<file path="src/lrhc_pkg.sv">
package lrhc_pkg;

  localparam int unsigned WIN_BITS    = 13;
  localparam int unsigned STRIDE_BITS = 16;
  localparam int unsigned BPP_BITS    = 3;
  localparam int unsigned OFFSET_BITS = 28;
  localparam int unsigned COLOR_BITS  = 24;
  localparam int unsigned HEIGHT_BITS = 16;
  localparam int unsigned CFG_BITS    = 16;
  localparam int unsigned RAMP_STEPS  = 9;

  typedef enum logic [1:0] {
    CFG_WINDOW_WIDTH  = 2'd0,
    CFG_WINDOW_HEIGHT = 2'd1,
    CFG_ROW_STRIDE    = 2'd2,
    CFG_BYTES_PER_PIX = 2'd3
  } cfg_index_e;

  typedef enum logic {
    REQ_LOAD = 1'b0,
    REQ_STEP = 1'b1
  } req_type_e;

  localparam logic [WIN_BITS-1:0]    WINDOW_WIDTH_RST  = 13'd1024;
  localparam logic [WIN_BITS-1:0]    WINDOW_HEIGHT_RST = 13'd768;
  localparam logic [STRIDE_BITS-1:0] ROW_STRIDE_RST    = 16'd4096;
  localparam logic [BPP_BITS-1:0]    BYTES_PER_PIX_RST = 3'd4;

  typedef logic [COLOR_BITS-1:0] color_t;

  localparam color_t RAMP_COLORS [RAMP_STEPS] = '{
    24'hFFFFFF, 24'h57CAFF, 24'h4EB5E5, 24'h45A1CC, 24'h3C8DB2,
    24'h427999, 24'h2B657F, 24'h225066, 24'h1A3C4C
  };

  // Height class: zero is its own class, below 2 (negatives too) is class 1,
  // then one class per power of two below 128, and 128 and above is class 8.
  function automatic color_t ramp_color(input logic signed [HEIGHT_BITS-1:0] h);
    color_t c;
    c = RAMP_COLORS[8];
    if (h == '0)
      c = RAMP_COLORS[0];
    else if (h < 16'sd2)
      c = RAMP_COLORS[1];
    else if (h < 16'sd4)
      c = RAMP_COLORS[2];
    else if (h < 16'sd8)
      c = RAMP_COLORS[3];
    else if (h < 16'sd16)
      c = RAMP_COLORS[4];
    else if (h < 16'sd32)
      c = RAMP_COLORS[5];
    else if (h < 16'sd64)
      c = RAMP_COLORS[6];
    else if (h < 16'sd128)
      c = RAMP_COLORS[7];
    return c;
  endfunction

endpackage

</file>
<file path="src/line_rasterizer_height_color.sv">
// Channel  Direction  Handshake             Beat contents
// in       input      in_valid_i/in_stall_o  req_type, start/end point, two heights
// out      output     out_valid_o/out_stall_i pixel x/y, byte offset, color, write, last
// cfg      input      cfg_we_i               cfg_index_i, cfg_data_i
//
// One input beat per clock while in_stall_o is low. A step beat's pixel is held in the
// walker's pixel register, then the offset multiply-add fills the output register.
// Loads and steps while idle give no output beat.
// Reset clears the segment state to idle and loads the register defaults.
// in_stall_o rises only while both pipeline registers are full and out_stall_i is high.
module line_rasterizer_height_color #(
  parameter int unsigned COORD_BITS = 16
) (
  input  logic                                  clk_i,
  input  logic                                  rst_ni,
  input  logic                                  cfg_we_i,
  input  logic [1:0]                            cfg_index_i,
  input  logic [lrhc_pkg::CFG_BITS-1:0]         cfg_data_i,
  input  logic                                  in_valid_i,
  output logic                                  in_stall_o,
  input  logic                                  req_type_i,
  input  logic signed [COORD_BITS-1:0]          start_x_i,
  input  logic signed [COORD_BITS-1:0]          start_y_i,
  input  logic signed [COORD_BITS-1:0]          end_x_i,
  input  logic signed [COORD_BITS-1:0]          end_y_i,
  input  logic signed [lrhc_pkg::HEIGHT_BITS-1:0] height_here_i,
  input  logic signed [lrhc_pkg::HEIGHT_BITS-1:0] height_next_i,
  output logic                                  out_valid_o,
  input  logic                                  out_stall_i,
  output logic signed [COORD_BITS-1:0]          pixel_x_o,
  output logic signed [COORD_BITS-1:0]          pixel_y_o,
  output logic [lrhc_pkg::OFFSET_BITS-1:0]      byte_offset_o,
  output logic [lrhc_pkg::COLOR_BITS-1:0]       pixel_color_o,
  output logic                                  write_enable_o,
  output logic                                  last_pixel_o
);
  import lrhc_pkg::*;

  localparam int unsigned YPROD_BITS = COORD_BITS + STRIDE_BITS;
  localparam int unsigned XPROD_BITS = COORD_BITS + BPP_BITS;
  localparam int unsigned SUM_BITS   =
    ((YPROD_BITS + 1) > OFFSET_BITS) ? (YPROD_BITS + 1) : OFFSET_BITS;

  logic [WIN_BITS-1:0]    win_w_q, win_h_q;
  logic [STRIDE_BITS-1:0] stride_q;
  logic [BPP_BITS-1:0]    bpp_q;

  logic                         in_accept;
  logic                         s1_valid, s1_inside, s1_last, s1_take;
  logic signed [COORD_BITS-1:0] s1_x, s1_y;
  color_t                       s1_color;

  logic [YPROD_BITS-1:0]  y_prod;
  logic [XPROD_BITS-1:0]  x_prod;
  logic [SUM_BITS-1:0]    off_sum;
  logic [OFFSET_BITS-1:0] offset_d;

  logic                         out_valid_q, out_valid_d;
  logic signed [COORD_BITS-1:0] pixel_x_q, pixel_y_q;
  logic [OFFSET_BITS-1:0]       offset_q;
  color_t                       color_q;
  logic                         we_q, last_q;

  always_ff @(posedge clk_i or negedge rst_ni) begin
    if (!rst_ni) begin
      win_w_q  <= WINDOW_WIDTH_RST;
      win_h_q  <= WINDOW_HEIGHT_RST;
      stride_q <= ROW_STRIDE_RST;
      bpp_q    <= BYTES_PER_PIX_RST;
    end else if (cfg_we_i) begin
      case (cfg_index_e'(cfg_index_i))
        CFG_WINDOW_WIDTH:  win_w_q  <= cfg_data_i[WIN_BITS-1:0];
        CFG_WINDOW_HEIGHT: win_h_q  <= cfg_data_i[WIN_BITS-1:0];
        CFG_ROW_STRIDE:    stride_q <= cfg_data_i[STRIDE_BITS-1:0];
        CFG_BYTES_PER_PIX: bpp_q    <= cfg_data_i[BPP_BITS-1:0];
        default: ;
      endcase
    end
  end

  // Pixel register moves on when the output register is empty or being drained
  assign s1_take    = s1_valid && !(out_valid_q && out_stall_i);
  assign in_stall_o = s1_valid && out_valid_q && out_stall_i;
  assign in_accept  = in_valid_i && !in_stall_o;

  lrhc_walker #(
    .COORD_BITS(COORD_BITS)
  ) u_walker (
    .clk_i           (clk_i),
    .rst_ni          (rst_ni),
    .accept_i        (in_accept),
    .req_type_i      (req_type_i),
    .start_x_i       (start_x_i),
    .start_y_i       (start_y_i),
    .end_x_i         (end_x_i),
    .end_y_i         (end_y_i),
    .height_here_i   (height_here_i),
    .height_next_i   (height_next_i),
    .window_width_i  (win_w_q),
    .window_height_i (win_h_q),
    .take_i          (s1_take),
    .valid_o         (s1_valid),
    .pix_x_o         (s1_x),
    .pix_y_o         (s1_y),
    .inside_o        (s1_inside),
    .color_o         (s1_color),
    .last_o          (s1_last)
  );

  always_comb begin
    y_prod   = $unsigned(s1_y) * stride_q;
    x_prod   = $unsigned(s1_x) * bpp_q;
    off_sum  = SUM_BITS'(y_prod) + SUM_BITS'(x_prod);
    offset_d = s1_inside ? off_sum[OFFSET_BITS-1:0] : '0;
  end

  always_comb begin
    out_valid_d = out_valid_q;
    if (s1_take)
      out_valid_d = 1'b1;
    else if (!out_stall_i)
      out_valid_d = 1'b0;
  end

  always_ff @(posedge clk_i or negedge rst_ni) begin
    if (!rst_ni)
      out_valid_q <= 1'b0;
    else
      out_valid_q <= out_valid_d;
  end

  // Hold the beat while stalled
  always_ff @(posedge clk_i) begin
    if (s1_take) begin
      pixel_x_q <= s1_x;
      pixel_y_q <= s1_y;
      offset_q  <= offset_d;
      color_q   <= s1_color;
      we_q      <= s1_inside;
      last_q    <= s1_last;
    end
  end

  assign out_valid_o    = out_valid_q;
  assign pixel_x_o      = pixel_x_q;
  assign pixel_y_o      = pixel_y_q;
  assign byte_offset_o  = offset_q;
  assign pixel_color_o  = color_q;
  assign write_enable_o = we_q;
  assign last_pixel_o   = last_q;

endmodule

</file>
<file path="src/lrhc_walker.sv">
module lrhc_walker #(
  parameter int unsigned COORD_BITS = 16
) (
  input  logic                                  clk_i,
  input  logic                                  rst_ni,
  input  logic                                  accept_i,
  input  logic                                  req_type_i,
  input  logic signed [COORD_BITS-1:0]          start_x_i,
  input  logic signed [COORD_BITS-1:0]          start_y_i,
  input  logic signed [COORD_BITS-1:0]          end_x_i,
  input  logic signed [COORD_BITS-1:0]          end_y_i,
  input  logic signed [lrhc_pkg::HEIGHT_BITS-1:0] height_here_i,
  input  logic signed [lrhc_pkg::HEIGHT_BITS-1:0] height_next_i,
  input  logic [lrhc_pkg::WIN_BITS-1:0]         window_width_i,
  input  logic [lrhc_pkg::WIN_BITS-1:0]         window_height_i,
  input  logic                                  take_i,
  output logic                                  valid_o,
  output logic signed [COORD_BITS-1:0]          pix_x_o,
  output logic signed [COORD_BITS-1:0]          pix_y_o,
  output logic                                  inside_o,
  output lrhc_pkg::color_t                      color_o,
  output logic                                  last_o
);
  import lrhc_pkg::*;

  localparam int unsigned SPAN_BITS = COORD_BITS + 1;
  localparam int unsigned ERR_BITS  = COORD_BITS + 2;
  localparam int unsigned CMP_BITS  = ((COORD_BITS > WIN_BITS) ? COORD_BITS : WIN_BITS) + 1;

  logic signed [COORD_BITS-1:0] cur_x_q, cur_y_q, tgt_x_q, tgt_y_q;
  logic signed [COORD_BITS-1:0] cur_x_d, cur_y_d, tgt_x_d, tgt_y_d;
  logic [SPAN_BITS-1:0]         span_x_q, span_y_q, span_x_d, span_y_d;
  logic                         dir_x_neg_q, dir_y_neg_q, dir_x_neg_d, dir_y_neg_d;
  logic signed [ERR_BITS-1:0]   err_q, err_d;
  color_t                       seg_color_q, seg_color_d;
  logic                         active_q, active_d;

  logic signed [COORD_BITS-1:0] pix_x_q, pix_y_q;
  logic                         inside_q, last_q, valid_q, valid_d;
  color_t                       color_q;

  logic signed [SPAN_BITS-1:0]  ld_dx, ld_dy;
  logic                         ld_dir_x_neg, ld_dir_y_neg;
  logic [SPAN_BITS-1:0]         ld_span_x, ld_span_y;
  logic signed [HEIGHT_BITS-1:0] h_max;

  logic signed [ERR_BITS-1:0]   spx_s, spy_s;
  logic                         step_x, step_y;
  logic signed [COORD_BITS-1:0] nx, ny;
  logic                         nlast, emit, in_window;

  // Segment setup
  always_comb begin
    ld_dir_x_neg = !(start_x_i < end_x_i);
    ld_dir_y_neg = !(start_y_i < end_y_i);
    ld_dx = ld_dir_x_neg ? (SPAN_BITS'(start_x_i) - SPAN_BITS'(end_x_i))
                         : (SPAN_BITS'(end_x_i) - SPAN_BITS'(start_x_i));
    ld_dy = ld_dir_y_neg ? (SPAN_BITS'(start_y_i) - SPAN_BITS'(end_y_i))
                         : (SPAN_BITS'(end_y_i) - SPAN_BITS'(start_y_i));
    ld_span_x = ld_dx;
    ld_span_y = ld_dy;
    h_max = (height_here_i > height_next_i) ? height_here_i : height_next_i;
  end

  // One Bresenham increment
  always_comb begin
    spx_s  = $signed(ERR_BITS'(span_x_q));
    spy_s  = $signed(ERR_BITS'(span_y_q));
    step_x = err_q > -spx_s;
    step_y = err_q < spy_s;
    nx = cur_x_q;
    ny = cur_y_q;
    if (step_x) begin
      nx = dir_x_neg_q ? cur_x_q - COORD_BITS'(1) : cur_x_q + COORD_BITS'(1);
    end
    if (step_y) begin
      ny = dir_y_neg_q ? cur_y_q - COORD_BITS'(1) : cur_y_q + COORD_BITS'(1);
    end
    nlast = (nx == tgt_x_q) && (ny == tgt_y_q);
    in_window = !cur_x_q[COORD_BITS-1] && !cur_y_q[COORD_BITS-1] &&
                (CMP_BITS'($unsigned(cur_x_q)) < CMP_BITS'(window_width_i)) &&
                (CMP_BITS'($unsigned(cur_y_q)) < CMP_BITS'(window_height_i));
  end

  assign emit = accept_i && (req_type_i == REQ_STEP) && active_q;

  always_comb begin
    cur_x_d     = cur_x_q;
    cur_y_d     = cur_y_q;
    tgt_x_d     = tgt_x_q;
    tgt_y_d     = tgt_y_q;
    span_x_d    = span_x_q;
    span_y_d    = span_y_q;
    dir_x_neg_d = dir_x_neg_q;
    dir_y_neg_d = dir_y_neg_q;
    err_d       = err_q;
    seg_color_d = seg_color_q;
    active_d    = active_q;
    if (accept_i && (req_type_i == REQ_LOAD)) begin
      cur_x_d     = start_x_i;
      cur_y_d     = start_y_i;
      tgt_x_d     = end_x_i;
      tgt_y_d     = end_y_i;
      span_x_d    = ld_span_x;
      span_y_d    = ld_span_y;
      dir_x_neg_d = ld_dir_x_neg;
      dir_y_neg_d = ld_dir_y_neg;
      err_d = (ld_span_x > ld_span_y) ? $signed(ERR_BITS'(ld_span_x >> 1))
                                      : -$signed(ERR_BITS'(ld_span_y >> 1));
      seg_color_d = ramp_color(h_max);
      active_d    = !((start_x_i == end_x_i) && (start_y_i == end_y_i));
    end else if (emit) begin
      cur_x_d  = nx;
      cur_y_d  = ny;
      err_d    = err_q - (step_x ? spy_s : '0) + (step_y ? spx_s : '0);
      active_d = !nlast;
    end
  end

  // Pixel register: fill on emit, drain when the next stage takes it
  always_comb begin
    valid_d = valid_q;
    if (emit)
      valid_d = 1'b1;
    else if (take_i)
      valid_d = 1'b0;
  end

  always_ff @(posedge clk_i or negedge rst_ni) begin
    if (!rst_ni) begin
      cur_x_q     <= '0;
      cur_y_q     <= '0;
      tgt_x_q     <= '0;
      tgt_y_q     <= '0;
      span_x_q    <= '0;
      span_y_q    <= '0;
      dir_x_neg_q <= 1'b0;
      dir_y_neg_q <= 1'b0;
      err_q       <= '0;
      seg_color_q <= '0;
      active_q    <= 1'b0;
      valid_q     <= 1'b0;
    end else begin
      cur_x_q     <= cur_x_d;
      cur_y_q     <= cur_y_d;
      tgt_x_q     <= tgt_x_d;
      tgt_y_q     <= tgt_y_d;
      span_x_q    <= span_x_d;
      span_y_q    <= span_y_d;
      dir_x_neg_q <= dir_x_neg_d;
      dir_y_neg_q <= dir_y_neg_d;
      err_q       <= err_d;
      seg_color_q <= seg_color_d;
      active_q    <= active_d;
      valid_q     <= valid_d;
    end
  end

  always_ff @(posedge clk_i) begin
    if (emit) begin
      pix_x_q  <= cur_x_q;
      pix_y_q  <= cur_y_q;
      inside_q <= in_window;
      color_q  <= seg_color_q;
      last_q   <= nlast;
    end
  end

  assign valid_o  = valid_q;
  assign pix_x_o  = pix_x_q;
  assign pix_y_o  = pix_y_q;
  assign inside_o = inside_q;
  assign color_o  = color_q;
  assign last_o   = last_q;

endmodule

</file>
<file path="config.mk">
export PLATFORM = sky130hd
export DESIGN_NAME = line_rasterizer_height_color
export DESIGN_NICKNAME = d
export VERILOG_FILES = /design/src/lrhc_pkg.sv /design/src/line_rasterizer_height_color.sv /design/src/lrhc_walker.sv
export SDC_FILE = /design/constraint.sdc
export NUM_CORES = 2
export LEC_CHECK = 0
export ABC_AREA = 1
export BUFFER_PORTS_ARGS = -buffer_cell sky130_fd_sc_hd__buf_2
export CAP_MARGIN = 15
export CORE_MARGIN = 3
export CORE_UTILIZATION = 50
export DETAILED_ROUTE_END_ITERATION = 10
export PLACE_DENSITY_LB_ADDON = 0.25
export SYNTH_ARGS = -nofsm -noshare
export SYNTH_HDL_FRONTEND = slang
export SYNTH_SLANG_ARGS = --single-unit
</file>
<file path="constraint.sdc">
create_clock -name clk_i -period 12.4 [get_ports clk_i]
set_input_delay 0.62 -clock clk_i [delete_from_list [all_inputs] [get_ports clk_i]]
set_output_delay 0.62 -clock clk_i [all_outputs]
set_load 0.1 [all_outputs]
</file>
==> metrics.md <==
| Metric | Value |
|---|---|
| Status | `finished clean` |
| Post-CTS resize count | `0` |
| Final max-slew violation count | `0` |
| Worst hold path type | `in -> async` |
| Clk_lat worst skew | `around 0.6 ns` |
| Element type at the critical path end | `flip-flop` |
| Initial Utilization | `between 50% and 60%` |
| Clk slew on worst S/H paths | `approximately 0.06 ns` |
| Placer's final routability congestion estimate | `~0.94` |
| Inserted Clock Buffers | `40` |
| Core ar. | `0.0662 mm2` |
| Critical path's slowest cell | `nand4_1` |
| Area Growth Syn to Fin | `9.00%` |
| Crit path launch type | `flip-flop` |
| Layout Nets | `between 5000 and 6000` |
| Critical path data required time | `~13 ns` |
| Register area share after synthesis | `between 20% and 30%` |
| Avg WL per Cell | `about 18 um` |
| FP Rows | `94` |
| First-pass GRT wire length | `154000 um` |
| Critical path's largest stage delay | `about 0.75 ns` |
| Tightest Pin Transition | `about 1.1 ns` |
| Syn Area/Cell | `~7.6 um2` |
| TNS Setup | `0 ns` |
| Final Hold Fails | `0` |
| Library cells used by synthesis | `57` |
| Post-DP HPWL | `between 70000 and 80000 um` |
| Worst setup path class | `reg -> reg` |
| Share of cells above drive strength 1 | `8.35%` |
| Most frequent CP cell | `nand2_1` |
| Number of global-route vias before repair | `around 28000` |
| Final setup fails | `0` |
| Worst-path fanout max | `29` |
| Clock skew | `between 0.02 and 0.025 ns` |
| DRT antenna net count | `0` |
| H-tree depth | `2` |
| Max Root-Sink Buffers | `3` |
| Crit Reg-Reg Endpoint | `u_walker.err_q[13]` |
| 1st-iter DRT viols | `~2100` |
| Reg2Reg Setup Slack | `between 4 and 5 ns` |
| Worst reg2reg startpoint | `u_walker.span_x_q[0]` |
| Register bit count reported by yosys | `~330` |
| CTS tree | `done` |
| Synth top area share | `15.4%` |
| Tmin final | `roughly 7.7 ns` |
| All-Layer GR Usage | `27.7%` |
| Setup Fix Bufs, Post-CTS | `0` |
| Clk root buf | `clkbuf_16` |
| R2r worst-path depth | `34` |
| GR Overflow Total | `0` |
| Pin count of the biggest net entering global routing | `92` |
| Asr flop ratio synth | `57.5%` |
| Synthesized instance count | `~4400` |
| Wirelength, routed | `slightly below 100000 um` |
| Pre-Repair DR Iteration Count | `6` |
| Post-CTS Hold Buffers | `0` |
| RSZ-0062 raised after global routing | `false` |
| Post-synth EDFFs | `approximately 140` |
| Ys Warns | `0` |
| Via density | `between 5 and 6` |
| Fill cells | `6372` |
| Max-cap violation count | `0` |
| Port Buffers | `207` |
| CTS sink count | `~330` |
| Post-Syn Area | `between 0.03 and 0.04 mm2` |
| Total number of vias | `approximately 29000` |
| Synth top area cells | `fa_1 (15%), dfrtp_1 (14%), nand2_1 (13%)` |
| Arrival time at the worst endpoint | `between 8 and 9 ns` |
| Die H | `265 um` |
| Die W | `around 270 um` |
| CP Launch Point | `u_walker.span_x_q[0]` |
| Slew headroom | `between 20% and 30%` |
| Initial antenna violation count | `2` |
| Synth Net Count | `around 5100` |
| Achievable clock frequency | `~130 MHz` |
| Final worst-path cycle share | `between 60% and 70%` |
| Synth Flop Type | `dfrtp_1` |
| Synth area leader | `fa_1` |
| Commonest cells in the netlist | `nand2_1 (1144), inv_1 (921), ha_1 (308), fa_1 (259), o21ai_0 (247)` |
| Num ports | `208` |
| DIE AREA | `a little over 0.07 mm2` |
| DRC violations left | `0` |
| Most common cell in the netlist | `nand2_1` |
per-layer routing:
layer	share of wire, %	vias to the layer above	global-route usage [%]
met4	3.0	0	8.51
li1	-	14002	-
met1	44	13797	37.3
met2	48	856	47.3
met3	5.5	170	3.14
met5	0	-	0
state kept, by name, indices dropped and copies added, names as in the netlist, 3 cells and up:
name	count
bpp_q	3
u_walker.err_q	18
pixel_color_o	21
win_h_q	13
u_walker.span_y_q	17
u_walker.cur_y_q	16
u_walker.color_o	21
u_walker.tgt_x_q	16
u_walker.span_x_q	17
pixel_y_o	16
byte_offset_o	28
u_walker.pix_x_o	16
u_walker.pix_y_o	16
win_w_q	13
pixel_x_o	16
u_walker.tgt_y_q	16
u_walker.seg_color_q	21
stride_q	16
u_walker.cur_x_q	16
worst max path at each step:
| stage | to | slack [ns] | cells past startpoint |
|---|---|---|---|
| global route | u_walker.err_q[13] | 3.92 | 35 |
| detailed placement | u_walker.err_q[13] | 4.95 | 34 |
| floorplan | byte_offset_o[24] | 6.41 | 25 |
| finish | u_walker.err_q[13] | 4.70 | 34 |
| CTS | u_walker.err_q[13] | 4.92 | 34 |
| global placement | u_walker.err_q[13] | 5.07 | 33 |
cell type report:
| type | count | area (um2) | share of cell area [%] |
|---|---|---|---|
| inverter | 934 | 3510 | 9.58 |
| multi-input combinational | 3006 | 20700 | 56.4 |
| antenna | 2 | 5.00 | 0.0137 |
| tap | 864 | 1080 | 2.95 |
| clock buffer | 51 | 1100 | 3.01 |
| clock inverter | 22 | 269 | 0.734 |
| timing repair buffer | 223 | 1180 | 3.21 |
| sequential | 325 | 8830 | 24.1 |
critical path: cells and delay by family (launching register included):
kind                       cells  cell delay [ns]
buffers and inverters          4             0.58
DFF                            1             0.41
xor gates and xnor gates       1             0.17
and+or+nand+nor               17             3.66
AOI/OAI and AO/OA              8             1.48
adders and majority gates      4             1.30
stage by stage:
stage                     setup slack (ns)  cell area, um2  std cells  hold WS (ns)  utilization (%)
after floorplan                       6.41           33600       4410         0.324                -
after global placement                5.07           35300       5352         0.403             53.2
after detailed placement              4.95           35300       5352         0.405             53.2
after CTS                             4.92           36600       5425        0.0829             55.3
after global routing                  3.92           36600       5426         0.108             55.3
final                                 4.70           36600       5427        0.0677             55.3
layout by cell type, fill, tap and decap left out, types with 5 or more instances in the layout:
master,n
a31oi_1,12
nor4_1,7
nor2_1,207
nor2_2,7
nand2_4,11
a22oi_1,27
clkbuf_8,7
nand3_1,198
nand2_1,1144
o211ai_1,8
dfrtp_1,182
xor2_1,69
o21ai_1,15
o21a_1,20
clkinv_2,6
nor3_1,27
clkinv_1,7
fa_1,259
a21o_1,21
buf_4,15
buf_2,206
a21oi_1,207
or2_2,17
o21bai_1,15
inv_2,9
dfstp_2,5
inv_1,919
nand3_2,6
nand3b_1,26
edfxtp_1,138
o21ai_0,247
xnor2_1,31
nand4_1,45
a21boi_0,7
o221ai_1,7
clkbuf_16,40
ha_1,308
clkbuf_1,5
nand2_2,20
logic make-up after synthesis:
group / count (synthesis) / synth area share [%]
buffers and inverters: 1079 / 12.3
AND/OR/NAND/NOR: 1728 / 21.7
flip-flops: 325 / 26.3
adder cells (fa/ha/maj): 567 / 26.9
multiplexers: 3 / 0.101
AO/OA/AOI/OAI: 608 / 10.1
XOR/XNOR: 100 / 2.61
Power is not shown: default switching activity piles up to over one toggle a cycle in this logic, so the estimate is an artifact.
